### src/design/spq_pkg.sv
// types shared by the sorted minimum priority queue
// used by spq_cell and sorted_min_priority_queue, no dependencies
`default_nettype none

package spq_pkg;

	// input command codes
	localparam logic CMD_PUSH = 1'b0;
	localparam logic CMD_POP  = 1'b1;

	// fixed field widths
	localparam int VALUE_W = 32;
	localparam int COUNT_W = 5;

	typedef logic signed [VALUE_W-1:0] value_t;

	// per-cycle control broadcast to every cell
	typedef struct packed {
		logic push;   // insert the broadcast value
		logic pop;    // shift everything one place toward the head
	} spq_ctrl_t;

endpackage

`default_nettype wire

### src/design/spq_cell.sv
// one storage cell of the sorted chain: holds a single entry
// depends on spq_pkg
`default_nettype none

module spq_cell
	import spq_pkg::*;
(
	input  wire        clk,
	input  spq_ctrl_t  ctrl,
	input  value_t     value,        // value being pushed
	input  wire        occupied,     // this cell holds a live entry
	input  value_t     left_entry,   // neighbor nearer the head
	input  wire        left_take,    // neighbor takes the new value or is past it
	input  value_t     right_entry,  // neighbor farther from the head
	output value_t     entry,
	output value_t     entry_next,
	output logic       take
);

	value_t entry_q;

	// insertion point lies at or before this cell
	assign take = !occupied || (entry_q > value);

	// next content of this cell
	always_comb begin
		entry_next = entry_q;
		if (ctrl.push) begin
			if (left_take) begin
				entry_next = left_entry;
			end else if (take) begin
				entry_next = value;
			end
		end else if (ctrl.pop) begin
			entry_next = right_entry;
		end
	end

	always_ff @(posedge clk) begin
		entry_q <= entry_next;
	end

	assign entry = entry_q;

endmodule

`default_nettype wire

### src/design/sorted_min_priority_queue.sv
// sorted minimum priority queue: a chain of DEPTH cells kept in ascending order
// the result word for an accepted input word is registered directly into the output register
// throughput: one word per cycle while the output is not stalled; every cell compares and shifts in parallel each cycle
// s_tready is high whenever the output register is free or being taken this cycle
// reset clears the entry count and the output valid; cell contents are not cleared
// depends on spq_pkg and spq_cell
`default_nettype none

module sorted_min_priority_queue
	import spq_pkg::*;
#(
	parameter int DEPTH = 16
) (
	input  wire         clk,
	input  wire         arst_n,
	input  wire         s_tvalid,
	output logic        s_tready,
	input  wire  [31:0] s_tdata,   // value[31:0]
	input  wire  [0:0]  s_tuser,   // command[0]
	output logic        m_tvalid,
	input  wire         m_tready,
	output logic [31:0] m_tdata,   // smallest[31:0]
	output logic [6:0]  m_tuser    // empty_res[0], count[5:1], dropped[6]
);

	localparam int CW = $clog2(DEPTH + 1);

	logic [CW-1:0] count_q;
	logic [CW-1:0] count_next;
	logic          m_tvalid_q;
	value_t        smallest_q;
	logic          empty_q;
	logic [COUNT_W-1:0] count_out_q;
	logic          dropped_q;

	logic      in_acc;
	logic      is_push;
	logic      full;
	logic      empty;
	spq_ctrl_t ctrl;
	value_t    value;

	value_t entry [DEPTH];
	value_t entry_next [DEPTH];
	logic   take [DEPTH];

	// handshake
	assign s_tready = !m_tvalid_q || m_tready;
	assign in_acc   = s_tvalid && s_tready;

	assign value   = $signed(s_tdata);
	assign is_push = (s_tuser[0] == CMD_PUSH);
	assign full    = (count_q == CW'(DEPTH));
	assign empty   = (count_q == '0);

	// control broadcast to the chain
	assign ctrl.push = in_acc && is_push && !full;
	assign ctrl.pop  = in_acc && !is_push && !empty;

	always_comb begin
		count_next = count_q;
		if (ctrl.push) begin
			count_next = count_q + 1'b1;
		end else if (ctrl.pop) begin
			count_next = count_q - 1'b1;
		end
	end

	// chain of cells
	for (genvar i = 0; i < DEPTH; i++) begin : g_cell
		value_t left_e;
		value_t right_e;
		logic   left_t;
		if (i == 0) begin : g_head
			assign left_e = entry[0];
			assign left_t = 1'b0;
		end else begin : g_mid
			assign left_e = entry[i-1];
			assign left_t = take[i-1];
		end
		if (i == DEPTH - 1) begin : g_tail
			assign right_e = entry[i];
		end else begin : g_body
			assign right_e = entry[i+1];
		end
		spq_cell u_cell (
			.clk         (clk),
			.ctrl        (ctrl),
			.value       (value),
			.occupied    (count_q > CW'(i)),
			.left_entry  (left_e),
			.left_take   (left_t),
			.right_entry (right_e),
			.entry       (entry[i]),
			.entry_next  (entry_next[i]),
			.take        (take[i])
		);
	end

	// entry count and output valid
	always_ff @(posedge clk or negedge arst_n) begin
		if (!arst_n) begin
			count_q    <= '0;
			m_tvalid_q <= 1'b0;
		end else begin
			count_q <= count_next;
			if (in_acc) begin
				m_tvalid_q <= 1'b1;
			end else if (m_tready) begin
				m_tvalid_q <= 1'b0;
			end
		end
	end

	// result word register
	logic [CW+COUNT_W-1:0] count_ext;
	assign count_ext = {{COUNT_W{1'b0}}, count_next};

	always_ff @(posedge clk) begin
		if (in_acc) begin
			smallest_q  <= (count_next == '0) ? '0 : entry_next[0];
			empty_q     <= (count_next == '0);
			count_out_q <= count_ext[COUNT_W-1:0];
			dropped_q   <= is_push && full;
		end
	end

	assign m_tvalid = m_tvalid_q;
	assign m_tdata  = smallest_q;
	assign m_tuser  = {dropped_q, count_out_q, empty_q};

	// checks
	a_count_bound: assert property (@(posedge clk) disable iff (!arst_n)
		count_q <= CW'(DEPTH))
		else $error("entry count above depth");

	a_stall_blocks: assert property (@(posedge clk) disable iff (!arst_n)
		(m_tvalid && !m_tready) |-> !s_tready)
		else $error("input taken while result stalled");

	a_drop_full: assert property (@(posedge clk) disable iff (!arst_n)
		(in_acc && is_push && full) |=> (m_tuser[6] && count_q == CW'(DEPTH)))
		else $error("drop flag without full queue");

	a_empty_flag: assert property (@(posedge clk) disable iff (!arst_n)
		$past(in_acc) |-> (m_tuser[0] == (count_q == '0)))
		else $error("empty flag disagrees with count");

endmodule

`default_nettype wire
### config.mk
export PLATFORM = sky130hd
export DESIGN_NAME = sorted_min_priority_queue
export DESIGN_NICKNAME = d
export VERILOG_FILES = /design/src/design/spq_pkg.sv /design/src/design/spq_cell.sv /design/src/design/sorted_min_priority_queue.sv
export SDC_FILE = /design/constraint.sdc
export NUM_CORES = 2
export LEC_CHECK = 0
export ABC_CLOCK_PERIOD_IN_PS = 5220
export BUFFER_PORTS_ARGS = -buffer_cell sky130_fd_sc_hd__buf_2
export CAP_MARGIN = 40
export CORE_ASPECT_RATIO = 2
export CORE_MARGIN = 2
export CORE_UTILIZATION = 25
export CTS_CLUSTER_SIZE = 40
export DETAILED_ROUTE_END_ITERATION = 8
export PLACE_DENSITY = 0.4
export SLEW_MARGIN = 30
export SYNTH_ARGS = -nofsm -noshare
export SYNTH_HDL_FRONTEND = slang
export SYNTH_SLANG_ARGS = --single-unit
### constraint.sdc
create_clock -name clk -period 5.22 [get_ports clk]
set_input_delay 0.522 -clock clk [delete_from_list [all_inputs] [get_ports clk]]
set_output_delay 0.522 -clock clk [all_outputs]
set_load 0.01 [all_outputs]
Yosys cells after proc, flatten, opt, wreduce, memory -nomap -nowiden:

Index checks and enable logic that the tools add are counted.

* output and inout port bits: 41
* word-level logic and storage cells: 199
* bits in registers: 557
* input port bits: 37

* eq/ne operators: 15
* bitwise operators: 1
* reduce and logical (&&, ||, !) cells: 62
* $lt $le $gt $ge: 32
* multiplexer cells: 65
* add/sub/neg operators: 2

Operators with widths (count)
* $mux W32: 61
* $gt A32 B32 Y1: 16
* $ne A3 B1 Y1 const B: 14
* $gt A5 B4 Y1 const B: 8
* $reduce_and A2 Y1: 15
* $gt A5 B3 Y1 const B: 4
* $logic_not A1 Y1: 19
* $logic_or A1 B1 Y1: 17
* $gt A5 B1 Y1 const B: 2
* $gt A5 B2 Y1 const B: 2
* $logic_not A5 Y1: 2
* $mux W5: 2
* $logic_and A1 B1 Y1: 6
* $reduce_bool A2 Y1: 3
* $add A5 B1 Y5 const B: 1
* $eq A5 B5 Y1 const B: 1
* $sub A5 B1 Y5 const B: 1
* $mux W1: 2
* $not A1 Y1: 1

Depth between registers and ports, before layout:

* depth after elaboration: 8
* mapped depth: 13
* depth with buffers taken out: 10

By module:

Synthesis repeated with hierarchy kept, for this count alone.

* cells, all modules: 5153
* area, all modules: 48253.8 um2

Modules (own cells, without submodules)
* spq_cell at g_cell[0].u_cell ...: seq. area each 640.6 um2, times used 14, area an instance 2874.0 um2, cells each 310
* spq_cell at g_cell[13].u_cell: seq. area each 640.6 um2, times used 1, area an instance 2875.3 um2, cells each 310
* spq_cell at g_cell[9].u_cell: seq. area each 640.6 um2, times used 1, area an instance 2830.2 um2, cells each 312
* sorted_min_priority_queue: seq. area each 1321.3 um2, times used 1, area an instance 2312.2 um2, cells each 191

Worst setup path after synthesis:

OpenSTA, ideal clock, no wires.

* path kind: input to register
* start: input s_tdata[21]
* end: register g_cell[4].u_cell.entry_q[0], enable pin
* required time: 4779 ps
* path slack: 63 ps
* stages: 11
* setup time: 441 ps
* buffers on the path: 2
* arrival: 4716 ps
* path through: inv_1 -> ha_1 -> a21o_1 -> a21o_1 -> a221o_1 -> a2111o_1 -> a2111oi_2 -> a311oi_2 -> buf_6 -> buf_6 -> a31oi_1

* longest elaborated chain between the ends: 4
* elaborated cells between the ends (all ways): 6
* classes of those cells: 2 x order compare; 1 x eq/ne; 3 x reduce/logical

Ends and longest elaborated chain
* start, declared: RTL line sorted_min_priority_queue.sv:18 `input wire [31:0] s_tdata,`
* $gt A32 B32 Y1: RTL line spq_cell.sv:23 `assign take = !occupied || (entry_q > value);`
* $logic_or A1 B1 Y1: RTL line spq_cell.sv:23
* $ne A3 B1 Y1 (no source line) (*)
* $reduce_and A2 Y1 (no source line) (*)
* end signal, assigned: RTL line spq_cell.sv:40 `entry_q <= entry_next;`
* end, declared: RTL line spq_cell.sv:20 `value_t entry_q;`

Every way passes the cells marked *; elsewhere a longest branch is shown, timed or not.
A chain may end at the register's enable or synchronous reset.

==> results.md <==
* Sequential Area at 16380 um2
* Worst-Margin Slew at 1.016 ns
* Final Critical Period at 4.156 ns
* Setup bufs post-CTS at 0
* TritonCTS Sinks at 557
* Wire per inst at 29.79 um
* Post-Syn Area at 38930 um2
* Max stage delay cell, worst path: nor4bb_1
* H-tree depth at 2
* Total Routing Usage GR at 21.70%
* Worst hold-check path type: in2reg
* Core ar. at 154400 um2
* Post-synth ARST share at 1.077%
* Slew HR at 32.26%
* Synth Area in XOR/XNOR at 0.09000%
* Reg-to-Reg Start: g_cell[5].u_cell.entry[31]
* Worst Setup End Kind: flip-flop
* Main combinational cell family by area after synthesis: compound AO/OA/AOI/OAI gates
* Commonest non-fill, non-tap cell in the layout: edfxtp_1
* Final-stage net count at 4389
* Cell row count at 204
* Design area at 45290 um2
* Synthesis Warnings at 0
* Max Clock Skew at 0.02268 ns
* Crit path from: s_tdata[31]
* WS Path Type: in2reg
* Sequential element share of the synthesized area at 42.07%
* Crit path to: g_cell[5].u_cell.entry[11]
* Routability cong. at 0.8935
* Fin. max-slew vios at 0
* Pwr dens at 431.5 nW/um2
* Most frequent cells in the layout: 519 x edfxtp_1, 517 x ha_1, 434 x nand2_1, 369 x nor2_1, 350 x a221o_1
* Family with the most delay on the worst path: buffers and inverters
* Clock buffer count from CTS at 59
* Top FF cell, synth: edfxtp_1
* Final TNS setup at 0 ns
* R2r endpoint: g_cell[6].u_cell.entry[13]
* Synthesized net count at 4301
* Global-route wire length before repair at 247.6 mm
* Compound-Gate Fraction of Synth Area at 19.99%
* Synth Area in Simple Gates at 13.56%
* Cell taking the most area after synthesis: edfxtp_1
* Worst Path Buf+Inv at 6
* Final WS setup at 1.064 ns
* CP required at 5.65 ns
* Placed Area at 43060 um2
* Reg2reg setup slack at 1.30 ns
* FMAX at 240.6 MHz
* Initial drt markers at 2029
* Multi-input logic area at 21370 um2
* Final ANT Viol Nets at 0
* Post-synth EDFFs at 519
* I/O pins at 78
* Vias in the first global route at 33.73k
* Via count at 32.27k
* Dpl ws at 0.3716 ns
* Fin util at 29.33%
* Crit path largest cell delay at 0.62 ns
* RSZ-0062 raised after global routing: false
* Die Span Y at 562.0 um
* Layout cells sized above 1 at 13.41%
* Yosys top cell area share at 40.04%
* Post-DP HPWL at 140.0 mm
* Synth Instances at 3747
* Final wirelength at 177.3 mm
* Initial Util at 25.21%
* Post-Synth Adder-Cell Area at 16.62%
* Startpoint Class: input port
* CP cell instances: buf_2 > inv_1 > buf_4 > ha_1 > nand4_1 > nor4bb_1 > nand3_1 > inv_1 > a2111oi_2 > a311oi_4 > buf_12 > buf_12 > nor2_1 > a221o_1
* Maximum vdd drop at 228.8 uV
* Clk Latency, worst-skew pair at 0.69 ns
* PortBufs at 77
* Worst path depth at 14
* Final setup viols at 0
* CP Data Arrival Time at 4.58 ns
* Final Hold Fails at 0
* Worst hold margin at 0.03895 ns
* Pin count of the biggest net entering global routing at 166
* Maximum capacitance violations at 0
* Worst R2R Path Depth at 10
* Leak Pwr at 18.18 nW
* TritonCTS clock tree: yes
* Mux contribution to synthesized area at 3.394%
* CTS Root Cell: clkbuf_16
* First-pass detailed-route iteration total at 6
* Area contributors post-synth: edfxtp_1 40%, ha_1 17%, a221o_1 9.0%
* CP max FO at 36
* Status: completed
* Syn-to-layout area delta at 16.34%
* Initial antenna violation count at 8
* Drt via density at 5.423
* Period utilisation layout at 79.62%
* Full die area at 159100 um2
* Fillers at 16.06k
* DR DRC count at 0
* Distinct cells, synth at 78
* Clock slew at reported path FFs at 0.07 ns
* Mapped Avg Cell Area at 10.39 um2
* Grt ovf at 0
* Max Root-Sink Buffers at 3
* Flops & latches, synth at 557
* Die Span X at 283.0 um
* Post-cts gate resize count at 0
[layer usage]
metal  up-vias  routed length [um]  part of all wire [%]  global-route usage [%]
li1      14778                   -                     -                       -
met1     16145               53650                    30                   18.46
met2       848              100400                    57                   43.96
met3       499                4353                   2.5                   1.727
met4         2               18870                    11                   19.42
met5         -                   7                0.0039                       0
[registers in the layout (all words and copies together) (netlist names)]
| register | count |
|---|---|
| empty_q | 1 |
| m_tdata | 32 |
| dropped_q | 1 |
| m_tvalid | 1 |
| count_q | 5 |
| count_out_q | 5 |
| g_cell.u_cell.entry | 512 |
[final cells by class]
cell class	instances	area share, %
Multi-Input combinational cell	2828	47.19
Sequential cell	557	36.16
Tap cell	2060	5.691
Timing Repair Buffer	284	5.191
Antenna cell	7	0.03868
Clock inverter	37	1.033
Clock buffer	73	3.821
Inverter	105	0.8703
[cells by family (layout without fill, tap and decap cells)]
group,after synthesis,in the layout
xor+xnor,4,4
other cells,0,7
flops,557,557
simple gates,1167,1167
mux,128,128
buf+inv,362,499
compound gates,1012,1012
fa+ha+maj,517,517
[Yosys cell counts, drive strengths merged, types with 9 or more instances]
cell type and n:
mux2i 96, mux2 32, nor2 395, and3 36, o21ai 142, edfxtp 519
and4 20, nor4bb 14, dfxtp 32, buf 87, a221o 350, o32ai 33
nor2b 47, nor4 9, nor3 50, nand4 94, a31oi 17, a21oi 275
inv 105, nand2 434, a211oi 46, ha 517, nand3 39, o211ai 19
clkbuf 170, o221ai 10, a21o 66
[worst min-delay path by stage]
stage,start,cells after the start,endpoint
floorplan,arst_n,0,count_q[0]
global placement,arst_n,1,m_tvalid
CTS,s_tvalid,2,m_tvalid
detailed placement,arst_n,1,m_tvalid
finish,s_tvalid,2,m_tvalid
global route,s_tvalid,2,m_tvalid
[report_power, final]
group,internal [mW],switching [mW]
clock network,2.85,2.15
registers,6.11,1.08
logic,2.66,4.70
total,11.6,7.93
[metrics by stage]
step	total power, mW	cells
after detailed placement	14.64	5833
after global placement	14.50	5807
after CTS	19.70	5944
after floorplan	11.54	3747
after global routing	20.48	5947
final	19.54	5951
[worst register-to-register path: stages, from the launching register on]
cell and delay, ns:
edfxtp_1 0.48, ha_1 0.52, nand4_1 0.19, nor4bb_1 0.58, nand3_1 0.26, inv_1 0.12
a2111oi_2 0.05, a311oi_4 0.67, buf_4 0.41, nor2_1 0.10, a221o_1 0.26
[what timing repair did]
| action | CTS | global route |
|---|---|---|
| hold endpoints to repair | 6 | 0 |
| setup endpoints to repair | 0 | 0 |
| hold buffers | 1 | 0 |
(Power assumes the default switching activity.)
